File: src/hdl/rpb_pkg.sv
// shared types, constants and functions for the rgb444 packed pixel blitter
package rpb_pkg;

	// framebuffer geometry
	localparam int FRAME_WIDTH  = 320;
	localparam int FRAME_HEIGHT = 240;

	// widths
	localparam int COLOR_W = 32;
	localparam int ADDR_W  = 17;
	localparam int PADDR_W = 5;
	localparam int PDATA_W = 32;
	localparam int FCOL_W  = 10;
	localparam int FROW_W  = 9;
	localparam int CMP_W   = 11;
	localparam int PIX_W   = $clog2(FRAME_WIDTH * FRAME_HEIGHT);
	localparam int NIB_W   = PIX_W + 2;

	localparam logic [CMP_W-1:0] FRAME_WIDTH_C  = CMP_W'(FRAME_WIDTH);
	localparam logic [CMP_W-1:0] FRAME_HEIGHT_C = CMP_W'(FRAME_HEIGHT);
	localparam logic [PIX_W-1:0] FRAME_WIDTH_P  = PIX_W'(FRAME_WIDTH);

	// register indexes
	localparam logic [2:0] REG_DEST_X      = 3'd0;
	localparam logic [2:0] REG_DEST_Y      = 3'd1;
	localparam logic [2:0] REG_BMP_WIDTH   = 3'd2;
	localparam logic [2:0] REG_BMP_HEIGHT  = 3'd3;
	localparam logic [2:0] REG_RED_BITS    = 3'd4;
	localparam logic [2:0] REG_GREEN_BITS  = 3'd5;
	localparam logic [2:0] REG_BLUE_BITS   = 3'd6;
	localparam logic [2:0] REG_ALPHA_EN    = 3'd7;

	// nibble mask codes
	localparam logic [1:0] MASK_NONE = 2'b00;
	localparam logic [1:0] MASK_LOW  = 2'b01;
	localparam logic [1:0] MASK_HIGH = 2'b10;
	localparam logic [1:0] MASK_BOTH = 2'b11;

	typedef struct packed {
		logic [8:0] dest_x;
		logic [7:0] dest_y;
		logic [8:0] bmp_width;
		logic [7:0] bmp_height;
		logic [3:0] red_field_bits;
		logic [3:0] green_field_bits;
		logic [3:0] blue_field_bits;
		logic       alpha_enable;
	} cfg_t;

	typedef struct packed {
		logic             visible;
		logic [PIX_W-1:0] pix;
		logic             done;
	} pos_t;

	typedef struct packed {
		logic              write_enable;
		logic [ADDR_W-1:0] byte_address;
		logic [7:0]        first_byte;
		logic [1:0]        first_nibble_mask;
		logic [7:0]        second_byte;
		logic [1:0]        second_nibble_mask;
		logic              image_done;
	} res_t;

	// field widths above eight count as eight
	function automatic logic [3:0] clamp_bits(input logic [3:0] n);
		return (n > 4'd8) ? 4'd8 : n;
	endfunction

	// cut a field out of the source word and scale it to four bits
	function automatic logic [3:0] scale4(input logic [COLOR_W-1:0] word,
			input logic [4:0] shift, input logic [3:0] n);
		logic [7:0] win;
		logic [7:0] msk;
		logic [7:0] v;
		logic [7:0] sc;
		win = 8'(word >> shift);
		msk = 8'((9'd1 << n) - 9'd1);
		v = win & msk;
		if (n <= 4'd4) begin
			sc = v << (4'd4 - n);
		end else begin
			sc = v >> (n - 4'd4);
		end
		return sc[3:0];
	endfunction

endpackage

File: src/hdl/rpb_cfg.sv
// configuration registers behind the apb-style port
module rpb_cfg (
	input  logic                          clk,
	input  logic                          arst_n,
	input  logic                          psel,
	input  logic                          penable,
	input  logic                          pwrite,
	input  logic [rpb_pkg::PADDR_W-1:0]   paddr,
	input  logic [rpb_pkg::PDATA_W-1:0]   pwdata,
	output logic [rpb_pkg::PDATA_W-1:0]   prdata,
	output logic                          pready,
	output rpb_pkg::cfg_t                 cfg
);

	logic       wr;
	logic [2:0] idx;
	rpb_pkg::cfg_t cfg_q;

	assign pready = 1'b1;
	assign wr     = psel & penable & pwrite;
	assign idx    = paddr[4:2];
	assign cfg    = cfg_q;

	// register writes on the access cycle
	always_ff @(posedge clk or negedge arst_n) begin
		if (!arst_n) begin
			cfg_q.dest_x           <= 9'd0;
			cfg_q.dest_y           <= 8'd0;
			cfg_q.bmp_width        <= 9'd1;
			cfg_q.bmp_height       <= 8'd1;
			cfg_q.red_field_bits   <= 4'd4;
			cfg_q.green_field_bits <= 4'd4;
			cfg_q.blue_field_bits  <= 4'd4;
			cfg_q.alpha_enable     <= 1'b0;
		end else if (wr) begin
			unique case (idx)
				rpb_pkg::REG_DEST_X:     cfg_q.dest_x           <= pwdata[8:0];
				rpb_pkg::REG_DEST_Y:     cfg_q.dest_y           <= pwdata[7:0];
				rpb_pkg::REG_BMP_WIDTH:  cfg_q.bmp_width        <= pwdata[8:0];
				rpb_pkg::REG_BMP_HEIGHT: cfg_q.bmp_height       <= pwdata[7:0];
				rpb_pkg::REG_RED_BITS:   cfg_q.red_field_bits   <= pwdata[3:0];
				rpb_pkg::REG_GREEN_BITS: cfg_q.green_field_bits <= pwdata[3:0];
				rpb_pkg::REG_BLUE_BITS:  cfg_q.blue_field_bits  <= pwdata[3:0];
				rpb_pkg::REG_ALPHA_EN:   cfg_q.alpha_enable     <= pwdata[0];
				default:                 cfg_q.alpha_enable     <= cfg_q.alpha_enable;
			endcase
		end
	end

	// read mux
	always_comb begin
		unique case (idx)
			rpb_pkg::REG_DEST_X:     prdata = 32'(cfg_q.dest_x);
			rpb_pkg::REG_DEST_Y:     prdata = 32'(cfg_q.dest_y);
			rpb_pkg::REG_BMP_WIDTH:  prdata = 32'(cfg_q.bmp_width);
			rpb_pkg::REG_BMP_HEIGHT: prdata = 32'(cfg_q.bmp_height);
			rpb_pkg::REG_RED_BITS:   prdata = 32'(cfg_q.red_field_bits);
			rpb_pkg::REG_GREEN_BITS: prdata = 32'(cfg_q.green_field_bits);
			rpb_pkg::REG_BLUE_BITS:  prdata = 32'(cfg_q.blue_field_bits);
			rpb_pkg::REG_ALPHA_EN:   prdata = 32'(cfg_q.alpha_enable);
			default:                 prdata = '0;
		endcase
	end

endmodule

File: src/hdl/rpb_pos.sv
// column and row counters and framebuffer pixel index of the next pixel
module rpb_pos (
	input  logic          clk,
	input  logic          arst_n,
	input  rpb_pkg::cfg_t cfg,
	input  logic          advance,
	output rpb_pkg::pos_t pos
);

	logic [8:0] col_q;
	logic [7:0] row_q;
	logic [8:0] wlast;
	logic [7:0] hlast;
	logic       col_wrap;
	logic       row_wrap;
	logic [rpb_pkg::FCOL_W-1:0] fcol;
	logic [rpb_pkg::FROW_W-1:0] frow;

	// last indexes, zero size counts as one
	assign wlast = (cfg.bmp_width == 9'd0) ? 9'd0 : cfg.bmp_width - 9'd1;
	assign hlast = (cfg.bmp_height == 8'd0) ? 8'd0 : cfg.bmp_height - 8'd1;
	assign col_wrap = (col_q >= wlast);
	assign row_wrap = (row_q >= hlast);

	// framebuffer position and clipping
	assign fcol = rpb_pkg::FCOL_W'(cfg.dest_x) + rpb_pkg::FCOL_W'(col_q);
	assign frow = rpb_pkg::FROW_W'(cfg.dest_y) + rpb_pkg::FROW_W'(row_q);
	assign pos.visible = (rpb_pkg::CMP_W'(fcol) < rpb_pkg::FRAME_WIDTH_C) &&
		(rpb_pkg::CMP_W'(frow) < rpb_pkg::FRAME_HEIGHT_C);
	assign pos.pix = rpb_pkg::PIX_W'(frow) * rpb_pkg::FRAME_WIDTH_P +
		rpb_pkg::PIX_W'(fcol);
	assign pos.done = col_wrap && row_wrap;

	// raster counters step on each input transfer
	always_ff @(posedge clk or negedge arst_n) begin
		if (!arst_n) begin
			col_q <= 9'd0;
			row_q <= 8'd0;
		end else if (advance) begin
			if (col_wrap) begin
				col_q <= 9'd0;
				row_q <= row_wrap ? 8'd0 : row_q + 8'd1;
			end else begin
				col_q <= col_q + 9'd1;
			end
		end
	end

endmodule

File: src/hdl/rpb_pack.sv
// color scaling, alpha test and nibble packing of one pixel
module rpb_pack (
	input  rpb_pkg::cfg_t                 cfg,
	input  logic [rpb_pkg::COLOR_W-1:0]   color,
	input  rpb_pkg::pos_t                 pos,
	output rpb_pkg::res_t                 res
);

	logic [3:0] rb;
	logic [3:0] gb;
	logic [3:0] bb;
	logic [4:0] g_shift;
	logic [4:0] b_shift;
	logic [4:0] a_shift;
	logic [3:0] red;
	logic [3:0] green;
	logic [3:0] blue;
	logic       opaque;
	logic       we;
	logic [rpb_pkg::NIB_W-1:0] pix_ext;
	logic [rpb_pkg::NIB_W-1:0] nib;

	// field extraction
	assign rb      = rpb_pkg::clamp_bits(cfg.red_field_bits);
	assign gb      = rpb_pkg::clamp_bits(cfg.green_field_bits);
	assign bb      = rpb_pkg::clamp_bits(cfg.blue_field_bits);
	assign g_shift = 5'(rb);
	assign b_shift = 5'(rb) + 5'(gb);
	assign a_shift = b_shift + 5'(bb);
	assign red     = rpb_pkg::scale4(color, 5'd0, rb);
	assign green   = rpb_pkg::scale4(color, g_shift, gb);
	assign blue    = rpb_pkg::scale4(color, b_shift, bb);
	assign opaque  = !cfg.alpha_enable || ((color >> a_shift) != '0);
	assign we      = pos.visible && opaque;

	// nibble address is three times the pixel index
	assign pix_ext = rpb_pkg::NIB_W'(pos.pix);
	assign nib     = pix_ext + (pix_ext << 1);

	// even pixels start on a byte, odd ones mid-byte
	always_comb begin
		res = '0;
		res.image_done = pos.done;
		if (we) begin
			res.write_enable = 1'b1;
			res.byte_address = rpb_pkg::ADDR_W'(nib >> 1);
			if (!pos.pix[0]) begin
				res.first_byte         = {red, green};
				res.first_nibble_mask  = rpb_pkg::MASK_BOTH;
				res.second_byte        = {blue, 4'd0};
				res.second_nibble_mask = rpb_pkg::MASK_HIGH;
			end else begin
				res.first_byte         = {4'd0, red};
				res.first_nibble_mask  = rpb_pkg::MASK_LOW;
				res.second_byte        = {green, blue};
				res.second_nibble_mask = rpb_pkg::MASK_BOTH;
			end
		end else begin
			res.first_nibble_mask  = rpb_pkg::MASK_NONE;
			res.second_nibble_mask = rpb_pkg::MASK_NONE;
		end
	end

endmodule

File: src/hdl/rgb444_packed_pixel_blitter.sv
// top level of the rgb444 packed pixel blitter
//
// Source pixels enter on the pixel channel (pixel_valid, pixel_ready,
// pixel_color) in raster order of the bitmap; each accepted pixel yields
// exactly one result on the result channel (result_valid, result_ready and
// the write fields): a nibble-masked two-byte write into a 12-bit-per-pixel
// framebuffer, or a result with write_enable low for off-screen or
// transparent pixels. image_done marks the last pixel of the bitmap.
// The pixel is registered with its framebuffer index in the first stage and
// the packed write is registered in the output stage; one pixel per cycle is
// sustained while result_ready stays high. When the receiver holds
// result_ready low, the output stage holds its result and the first stage
// takes one more pixel only if it is empty; pixel_ready then drops until the
// output stage frees. Registers must be written through the apb-style port
// only while the block is idle; the block itself does not enforce this.
// Reset clears the pipeline, the counters and loads the register defaults.
module rgb444_packed_pixel_blitter (
	input  logic                                clk,
	input  logic                                arst_n,
	input  logic                                psel,
	input  logic                                penable,
	input  logic                                pwrite,
	input  logic [rpb_pkg::PADDR_W-1:0]         paddr,
	input  logic [rpb_pkg::PDATA_W-1:0]         pwdata,
	output logic [rpb_pkg::PDATA_W-1:0]         prdata,
	output logic                                pready,
	input  logic                                pixel_valid,
	output logic                                pixel_ready,
	input  logic [rpb_pkg::COLOR_W-1:0]         pixel_color,
	output logic                                result_valid,
	input  logic                                result_ready,
	output logic                                write_enable,
	output logic [rpb_pkg::ADDR_W-1:0]          byte_address,
	output logic [7:0]                          first_byte,
	output logic [1:0]                          first_nibble_mask,
	output logic [7:0]                          second_byte,
	output logic [1:0]                          second_nibble_mask,
	output logic                                image_done
);

	rpb_pkg::cfg_t cfg;
	rpb_pkg::pos_t pos;
	rpb_pkg::pos_t pos_s1;
	rpb_pkg::res_t res;
	rpb_pkg::res_t res_s2;
	logic [rpb_pkg::COLOR_W-1:0] color_s1;
	logic valid_s1;
	logic valid_s2;
	logic adv_s2;
	logic adv_s1;

	rpb_cfg u_cfg (
		.clk     (clk),
		.arst_n  (arst_n),
		.psel    (psel),
		.penable (penable),
		.pwrite  (pwrite),
		.paddr   (paddr),
		.pwdata  (pwdata),
		.prdata  (prdata),
		.pready  (pready),
		.cfg     (cfg)
	);

	// handshake: each stage moves when the one after it can take data
	assign adv_s2      = !valid_s2 || result_ready;
	assign pixel_ready = !valid_s1 || adv_s2;
	assign adv_s1      = pixel_valid && pixel_ready;

	rpb_pos u_pos (
		.clk     (clk),
		.arst_n  (arst_n),
		.cfg     (cfg),
		.advance (adv_s1),
		.pos     (pos)
	);

	// first stage: pixel and its framebuffer index
	always_ff @(posedge clk or negedge arst_n) begin
		if (!arst_n) begin
			valid_s1 <= 1'b0;
		end else if (pixel_ready) begin
			valid_s1 <= pixel_valid;
		end
	end

	always_ff @(posedge clk) begin
		if (adv_s1) begin
			color_s1 <= pixel_color;
			pos_s1   <= pos;
		end
	end

	rpb_pack u_pack (
		.cfg   (cfg),
		.color (color_s1),
		.pos   (pos_s1),
		.res   (res)
	);

	// output stage
	always_ff @(posedge clk or negedge arst_n) begin
		if (!arst_n) begin
			valid_s2 <= 1'b0;
		end else if (adv_s2) begin
			valid_s2 <= valid_s1;
		end
	end

	always_ff @(posedge clk) begin
		if (adv_s2 && valid_s1) begin
			res_s2 <= res;
		end
	end

	assign result_valid       = valid_s2;
	assign write_enable       = res_s2.write_enable;
	assign byte_address       = res_s2.byte_address;
	assign first_byte         = res_s2.first_byte;
	assign first_nibble_mask  = res_s2.first_nibble_mask;
	assign second_byte        = res_s2.second_byte;
	assign second_nibble_mask = res_s2.second_nibble_mask;
	assign image_done         = res_s2.image_done;

endmodule
File: config.mk
export PLATFORM = sky130hd
export DESIGN_NAME = rgb444_packed_pixel_blitter
export DESIGN_NICKNAME = d
export VERILOG_FILES = /design/src/hdl/rpb_pkg.sv /design/src/hdl/rpb_cfg.sv /design/src/hdl/rpb_pos.sv /design/src/hdl/rpb_pack.sv /design/src/hdl/rgb444_packed_pixel_blitter.sv
export SDC_FILE = /design/constraint.sdc
export NUM_CORES = 1
export LEC_CHECK = 0
export BUFFER_PORTS_ARGS = -buffer_cell sky130_fd_sc_hd__buf_2
export CAP_MARGIN = 25
export CORE_MARGIN = 8
export CORE_UTILIZATION = 55
export CTS_CLUSTER_DIAMETER = 120
export CTS_CLUSTER_SIZE = 30
export DETAILED_ROUTE_END_ITERATION = 12
export GPL_ROUTABILITY_DRIVEN = 0
export PLACE_DENSITY = 0.86
export SLEW_MARGIN = 25
export SYNTH_ARGS = -nofsm -noshare
export SYNTH_HDL_FRONTEND = slang
export SYNTH_SLANG_ARGS = --single-unit
File: constraint.sdc
create_clock -name clk -period 5.75 [get_ports clk]
set_input_delay 1.15 -clock clk [delete_from_list [all_inputs] [get_ports clk]]
set_output_delay 1.15 -clock clk [all_outputs]
set_load 0.03 [all_outputs]
=== After elaboration in Yosys (flattened, before gate mapping) ===
Index checks and enable logic that the tools add are counted.

* Register bits: 156
* Logic and storage cells: 119

* $lt $le $gt $ge: 10
* Reduce and logical (&&, ||, !) cells: 26
* Equal/unequal tests: 7
* $add $sub $neg: 19
* Shift operators: 12
* Multipliers: 1
* Bitwise gates (word level): 6
* Muxes and demuxes: 13

{| class="wikitable"
|+ Operators by type and width
! kind !! number
|-
| $pmux 32 s8 || 1
|-
| $reduce_bool 32->1 || 1
|-
| $shr 32x4->8 || 1
|-
| $shr 32x5->32 || 1
|-
| $shr 32x5->8 || 1
|-
| $sub 8x1->8 const B || 4
|-
| $mux 26 || 1
|-
| $and 8x8->8 || 3
|-
| $mux 4 || 6
|-
| $shl 1x4->8 const A || 3
|-
| $shl 8x4->4 || 3
|-
| $shr 8x4->4 || 3
|-
| $mux 20 || 1
|-
| $reduce_and 2->1 || 10
|-
| $add 17x18->18 || 1
|-
| $mux 9 || 2
|-
| $add 17x10->17 || 1
|-
| $mux 8 || 2
|-
| $eq 3x3->1 const B || 4
|-
| $gt 4x4->1 const B || 3
|-
| $le 4x3->1 const B || 3
|-
| $sub 3x4->4 const A || 3
|-
| $sub 4x3->4 const B || 3
|-
| $mul 9x3->11 const B || 1
|-
| 22 further kinds || 32
|}

=== Logic depth before layout (Yosys ltp) ===
Gate-level depths: netlist of run 1.

* Depth in word-level cells: 10
* Gate-level depth with buffers: 19
* Mapped depth without buffers: 18

=== Hierarchy ===
From an unflattened synthesis of run 1, not the netlist that was laid out.

* Cells, all modules: 1,339
* Area, all modules: 13,620.6 um^2

{| class="wikitable"
|+ Modules (own cells, without submodules)
! module !! area an instance (um^2) !! seq. area each (um^2) !! cells an instance !! instances
|-
| rpb_pack || 5,387.7 || 0.0 || 699 || 1
|-
| rpb_pos || 2,940.3 || 425.4 || 361 || 1
|-
| rgb444_packed_pixel_blitter || 2,806.4 || 2,752.6 || 98 || 1
|-
| rpb_cfg || 2,486.1 || 1,182.4 || 181 || 1
|}

=== Worst setup path after synthesis of run 1 ===
No wires, ideal clock.

* Path type: register to register
* Start: register u_cfg.cfg_q (netlist bit u_cfg.cfg[8])
* End: register res_s2 (netlist bit second_byte[2]), data pin
* Library setup time: 269 ps
* Buffers on the path: 3
* Slack: 1,052 ps
* Arrival time: 4,429 ps
* Cell stages (with the launch flop): 18
* Period minus slack after synthesis: 4,698 ps
* Path through: dfrtp_1 clkbuf_1 nor2_1 ha_1 inv_1 fa_1 xor2_2 inv_2 clkbuf_1 ha_1 xor2_1 or4_1 a2bb2oi_1 o31ai_1 a21oi_1 o21ai_4 buf_2 nor3_1

* Cells in the longest elaborated chain, start to end: 9
* Elaborated cells on any way between the ends: 14
* Those cells by class: add/sub (2); order compare (1); shift (4); mux (2); bitwise (1); reduce/logical (4)

{| class="wikitable"
|+ RTL lines
! what !! RTL line !! source
|-
| start, declared || rpb_cfg.sv:17 || <nowiki>rpb_pkg::cfg_t cfg_q;</nowiki>
|-
| $gt 4x4->1 || rpb_pkg.sv:68 || <nowiki>return (n > 4'd8) ? 4'd8 : n;</nowiki>
|-
| $mux 4 (*) || rpb_pkg.sv:68 ||
|-
| $add 4x4->5 (*) || rpb_pack.sv:28 || <nowiki>assign b_shift = 5'(rb) + 5'(gb);</nowiki>
|-
| $add 5x4->5 || rpb_pack.sv:29 || <nowiki>assign a_shift = b_shift + 5'(bb);</nowiki>
|-
| $shr 32x5->32 || rpb_pack.sv:33 || <nowiki>assign opaque = !cfg.alpha_enable || ((color >> a_shift) != '0);</nowiki>
|-
| $reduce_bool 32->1 || rpb_pack.sv:33 ||
|-
| $logic_or 1x1->1 || rpb_pack.sv:33 ||
|-
| $logic_and 1x1->1 || rpb_pack.sv:34 || <nowiki>assign we = pos.visible && opaque;</nowiki>
|-
| $reduce_and 2->1 (no source line) || -- ||
|-
| end signal, assigned || rgb444_packed_pixel_blitter.sv:112 || <nowiki>res_s2 <= res;</nowiki>
|-
| end, declared || rgb444_packed_pixel_blitter.sv:45 || <nowiki>rpb_pkg::res_t res_s2;</nowiki>
|}

Every way passes the cells marked *; elsewhere a longest branch is shown, timed or not.
A chain may end at the register's enable or synchronous reset.

=== Worst setup path in the final report of run 1 ===
* Start: register u_cfg.cfg_q (netlist bit u_cfg.cfg[4])
* End: register res_s2 (netlist bit first_byte[6]), data pin

* Cells in the longest elaborated chain, start to end: 9

{| class="wikitable"
|+ RTL lines
! what !! RTL line
|-
| $gt 4x4->1 || rpb_pkg.sv:68
|-
| $mux 4 (*) || rpb_pkg.sv:68
|-
| $add 5x4->5 (*) || rpb_pack.sv:29
|-
| $shr 32x5->32 (*) || rpb_pack.sv:33
|-
| $reduce_bool 32->1 (*) || rpb_pack.sv:33
|-
| $logic_or 1x1->1 (*) || rpb_pack.sv:33
|-
| $logic_and 1x1->1 (*) || rpb_pack.sv:34
|-
| $not 1->1 (no source line) (*) || --
|-
| $reduce_or 2->1 (no source line) (*) || --
|}

Marked as above.

==> results of run 1 <==
metal layers:
metal	up-vias	track usage, %
li1	5200	-
met1	5302	29.5
met2	678	37.3
met3	124	6.12
met4	0	10.5
met5	-	0
cell usage after synthesis (17+ instances only):
cell      instances
mux2_2           52
mux2i_1          34
xnor2_1          36
a211oi_1         30
nand3_1          34
nor2b_1          21
edfxtp_1         89
and2_1           18
nand2_1         102
dfrtp_1          61
a21o_1           20
nor3_1           34
inv_1            71
o21ai_0          58
and3_1           17
nand2b_1         26
a21oi_1          59
mux4_2           51
buf_4            28
clkbuf_1         45
xor2_1           23
nor2_1           96
ha_1            101
worst max-delay path by stage:
stage	slack, ns	endpoint
2_1_floorplan	1.05	second_byte[2]
3_3_place_gp	1.01	first_byte[4]
3_5_place_dp	0.88	first_byte[6]
4_1_cts	0.87	first_byte[6]
5_1_grt	0.34	first_byte[6]
6_report	0.64	first_byte[6]
state kept, by name (all words and copies together) (netlist names):
name and cells:
color_s1 32, image_done 1, write_enable 1, u_cfg.cfg 47, pos_s1 19, result_valid 1, u_pos.row_q 8, second_nibble_mask 1
second_byte 8, first_byte 8, u_pos.col_q 9, byte_address 17, valid_s1 1, first_nibble_mask 2
through the flow:
step	setup slack, ns	instances	hold slack (ns)	total power, mW	util [%]
after global placement	1.01	1738	0.418	6.10	58.3
after global routing	0.344	1770	0.446	8.03	60.6
after CTS	0.868	1770	0.437	7.41	60.6
after floorplan	1.05	1384	0.400	5.37	-
after detailed placement	0.883	1738	0.424	6.29	58.3
final	0.643	1770	0.436	7.49	60.6
kinds of logic after synthesis:
family | Yosys count | share of synthesized area, %
AND/OR/NAND/NOR | 422 | 15.9
AO/OA/AOI/OAI | 309 | 15.9
buffers and inverters | 168 | 5.79
flip-flops | 155 | 32.3
multiplexers | 138 | 15.6
adder cells (fa/ha/maj) | 108 | 10.5
XOR/XNOR | 60 | 3.98
other | 2 | 0.0560
power by group:
part | switching, mW | internal, mW | total (mW)
clock | 0.506 | 0.574 | 1.08
combinational | 2.63 | 1.92 | 4.56
sequential | 0.281 | 1.58 | 1.86
total | 3.42 | 4.07 | 7.49
final cells by class:
type                    instances  area [um2]
flip-flops and latches        155        4330
clock buffers                  19         443
multi-input cells            1061        8380
repair buffers                119         643
inverters                      79         297
well taps                     324         405
fillers                      1906        9500
clock inverters                13         110
worst register-to-register path: stages, from the launching register on:
cell,delay [ns]
dfrtp_1,0.70
inv_1,0.27
nand2_1,0.30
inv_1,0.24
ha_1,0.27
inv_1,0.07
fa_1,0.65
buf_4,0.32
a2111oi_0,0.45
a21oi_1,0.08
or4_1,0.49
o21ai_0,0.17
o21ai_1,0.13
o21ai_4,0.24
buf_4,0.32
nor3_1,0.11
==> impl_metrics.ini, run 1 <==
[clock_network]
path_clk_slew_ns = 0.07
clk_latency_ns = 0.44
cts_sinks = 155
cts_tree = yes
cts_buffers = 17
clock_path_buffers = 2
ctsHtreeMaxLevel = 4
cts_resized = 0
cts_root_buf = clkbuf_16
post-cts-setup-buffers = 0
ctsHoldBuffers = 0

[routing]
drt_iter0_markers = 1220
routed_wl_mm = 34.2
met3_wirelength_mm = 3.68
route.top_layer_used = met4
firstDrtPassIters = 6
antenna_left = 0
wl_met1_mm = 13.7
route.detailed.drc = 0
met2_length_mm = 15.6
wl_per_cell_um = 19.3
via_per_inst = 6.39
vias = 11300

[outcome]
status = completed

[final_layout]
drive_gt1_share_pct = 19.8
syn_to_final_growth_pct = 9.02
layout_commonest_cell = nand2_1
final_area_um2 = 14600
nets = 1617
final_cell_mix = nand2_1, ha_1, buf_2
antenna_cells = 0

[synth]
syn_inst = 1362
ys_types = 89
syn_avg_cell_area_um2 = 9.84
async_reset_ff_share_pct = 42.6
netlist_area_um2 = 13400
synth-edff-count = 89
synth_warnings = 0
synth_top_cell_area_share_pct = 19.9
ys_seq_area_share_pct = 32.3
synth_area_leader_cell = edfxtp_1
yosys-top-cells-area = edfxtp_1, dfrtp_1, ha_1
synth-seq-cells = 155
ys.flop_type = edfxtp_1

[placement]
place_area_um2 = 14100
dp_hpwl_mm = 25.2
port-buffer-count = 100

[floorplanning]
ios = 150
die_area_um2 = 29600
fp.dieW_um = 172
core_area_um2 = 24100
rows = 57
die_height_um = 172
start_util_pct = 55.6

[sta]
final.setup.tns_ns = 0
finalClockSkew_ns = 0.0108
rsz0062_at_grt = no
fmax_mhz = 196
setup_viol = 0
tightest_slew_ns = 0.970
finalHoldViolations = 0
period_needed_ns = 5.11
final_max_slew_viol_count = 0
slew_headroom_pct = 35.4
period_share_pct = 88.8

[global_routing]
grt_pass1_wl_mm = 55.6
track_usage_pct = 23.4
grt_antenna_before_repair = 0
grt_pass1_vias = 11000
grt-ovfl-total = 0
grt_max_degree = 67

[critical_path]
cpMostUsedCell = inv_1
rr_endpoint = first_byte[6]
r2r_slack_ns = 0.64
worst-path-buf-inv = 5
path_cells = inv_1 > nand2_1 > inv_1 > ha_1 > inv_1 > fa_1 > buf_4 > a2111oi_0 > a21oi_1 > or4_1 > o21ai_0 > o21ai_1 > o21ai_4 > buf_4 > nor3_1
rr_worst_depth = 15
crit-reg2reg-launch = u_cfg.cfg[4]
crit_type = register to register
worst_ep_arrival_time_ns = 5.26
cp.depth = 15
cp-start-kind = register
end_kind = register
max_stage_delay_ns = 0.70
slowest_stage = dfrtp_1
crit_path_start = u_cfg.cfg[4]
critPathMaxFanout = 27
critPathRequiredTime_ns = 5.90
cp_top_family = buffers and inverters

[hold_path]
hp-start = pos_s1[0]
worstHoldPathType = register to register
hold_depth = 0
hold_path_end = image_done

[power]
p_leak_nw = 6.24
ir_worst_vdd_uv = 254
power_density_nw_per_um2 = 513

[run]
max-cap-violations = 0
Note: power is estimated with default switching activity, not from simulation.
==> inputs of run 2 (changes only) <==
PLACE_DENSITY = 0.87   (was 0.86)
clock period = 5 ns   (was 5.75 ns; I/O delays follow)
==> run 2 against run 1 <==
Worst setup slack worse by 0.28 ns. Flip-flop and latch count did not move. Hold slack improved by 0.019 ns. Non-clock buffer count is 11 higher. First-iteration DRC count increased by 4.2%. Critical path depth increased by 2. Largest cell class unchanged. Largest power group unchanged. Highest routed layer unchanged.
==> impl_metrics.ini, run 2 (synthesized netlist as in run 1, its figures left out) <==
[power]
ir_worst_vdd_uv = 280
p_leak_nw = 6.32
power_density_nw_per_um2 = 589
finalPower_mw = 8.67

[routing]
wl_met1_mm = 13.7
drt_iter0_markers = 1271
routed_wl_mm = 34.1
route.top_layer_used = met4
antenna_left = 0
met2_length_mm = 15.7
firstDrtPassIters = 5
vias = 11400
met3_wirelength_mm = 3.38
via_per_inst = 6.39
route.detailed.drc = 0
wl_per_cell_um = 19.1

[sta]
tightest_slew_ns = 0.969
period_share_pct = 92.7
final.setup.tns_ns = 0
rsz0062_at_grt = no
finalClockSkew_ns = 0.00970
slew_headroom_pct = 35.4
whs_ns = 0.455
period_needed_ns = 4.63
final_max_slew_viol_count = 0
finalHoldViolations = 0
setup_viol = 0
fmax_mhz = 216

[global_routing]
track_usage_pct = 23.1
grt_max_degree = 67
grt_pass1_vias = 10900
grt-ovfl-total = 0
grt_antenna_before_repair = 0
grt_pass1_wl_mm = 54.7

[final_layout]
antenna_cells = 0
drive_gt1_share_pct = 20.6
final_cell_mix = nand2_1, ha_1, buf_2
syn_to_final_growth_pct = 9.75
largest_reg_flops = 47
nets = 1628
final_area_um2 = 14700
fin_util_pct = 61.0
layout_commonest_cell = nand2_1
fillers = 1865

[placement]
port-buffer-count = 100
dp_hpwl_mm = 25.3
place_area_um2 = 14100

[critical_path]
rr_endpoint = first_byte[2]
r2r_slack_ns = 0.37
critPathRequiredTime_ns = 5.13
crit-reg2reg-launch = u_cfg.cfg[12]
slowest_stage = fa_1
worst-path-buf-inv = 5
cp-start-kind = register
worst_ep_arrival_time_ns = 4.77
cp_top_family = compound AO/OA/AOI/OAI gates
crit_type = register to register
rr_worst_depth = 17
path_cells = nand2b_2 > inv_2 > ha_2 > inv_1 > fa_1 > buf_4 > clkinv_1 > ha_1 > a21o_1 > a21oi_1 > xnor2_1 > a211o_1 > o31ai_1 > a21oi_1 > o21ai_4 > buf_4 > a211oi_1
critPathMaxFanout = 29
end_kind = register
max_stage_delay_ns = 0.55

[hold_path]
worstHoldPathType = register to register
hp-start = pos_s1[0]
hold_path_end = image_done
hold_depth = 0

[floorplanning]
die_area_um2 = 29600
start_util_pct = 55.6
ios = 150
rows = 57
die_height_um = 172
core_area_um2 = 24100
fp.dieW_um = 172

[outcome]
status = completed

[clock_network]
cts_root_buf = clkbuf_16
post-cts-setup-buffers = 0
clk_latency_ns = 0.43
path_clk_slew_ns = 0.07
cts_tree = yes
clock_path_buffers = 2
ctsHtreeMaxLevel = 4
cts_buffers = 17
cts_sinks = 155
ctsHoldBuffers = 0

[run]
max-cap-violations = 0
-- run 2: cell count changes in the layout (fill, tap and decap cells not counted) --
| cell | before | now |
|---|---|---|
| a2111oi_0 | 9 | 10 |
| clkinv_4 | 4 | 3 |
| clkinv_1 | 4 | 3 |
| buf_4 | 19 | 30 |
| clkinv_2 | 0 | 2 |
| clkinvlp_4 | 3 | 0 |
| clkbuf_1 | 1 | 0 |
| inv_6 | 3 | 6 |
| a2111oi_1 | 1 | 0 |
| fa_1 | 7 | 6 |
| fa_2 | 0 | 1 |
| clkinv_8 | 0 | 1 |
-- run 2: what timing repair did --
item	4_1_cts	5_1_grt
resized for setup	0	1
hold endpoints to repair	0	0
setup endpoints to repair	0	27
-- run 2: worst reg2reg max path: stages (launching register included) --
cell and delay [ns]:
dfrtp_1 0.44, nand2b_2 0.22, inv_2 0.07, ha_2 0.18, inv_1 0.05, fa_1 0.55, buf_4 0.37, clkinv_1 0.32
ha_1 0.36, a21o_1 0.18, a21oi_1 0.18, xnor2_1 0.14, a211o_1 0.30, o31ai_1 0.23, a21oi_1 0.14, o21ai_4 0.19
buf_4 0.31, a211oi_1 0.10
-- run 2: where the power goes --
part	leakage, nW	internal, mW	switching [mW]
Clock	0.283	0.669	0.580
Sequential	1.69	1.81	0.293
Combinational	4.35	2.26	3.06
Total	6.32	4.74	3.93
-- run 2: metrics by stage --
stage	std cells	worst slack (ns)
detailed placement	1749	0.365
finish	1781	0.367
global placement	1749	0.429
global route	1781	0.0549
floorplan	1384	0.302
CTS	1781	0.348
-- run 2: metal layers --
layer,vias to the layer above,GRT usage [%]
met5,-,0
met4,0,11.1
met3,135,4.47
met2,687,37.6
met1,5335,29.3
li1,5219,-
-- run 2: cell type report --
| type | count | area (um2) | area share, % |
|---|---|---|---|
| multi-input combinational | 1061 | 8380 | 57.0 |
| sequential | 155 | 4330 | 29.4 |
| timing repair buffer | 130 | 726 | 4.93 |
| clock buffer | 18 | 439 | 2.99 |
| tap | 324 | 405 | 2.76 |
| inverter | 79 | 297 | 2.02 |
| clock inverter | 14 | 128 | 0.868 |
-- run 2: how the worst max path moves through the flow --
| stage | from | endpoint | slack [ns] | cells after the start |
|---|---|---|---|---|
| after global placement | u_cfg.cfg[12] | first_byte[4] | 0.43 | 14 |
| after detailed placement | u_cfg.cfg[12] | first_byte[2] | 0.37 | 15 |
| after global routing | u_cfg.cfg[1] | byte_address[15] | 0.05 | 15 |
| after floorplan | u_cfg.cfg[8] | second_byte[2] | 0.30 | 17 |
| after CTS | u_cfg.cfg[12] | first_byte[2] | 0.35 | 15 |
| final | u_cfg.cfg[12] | first_byte[2] | 0.37 | 17 |
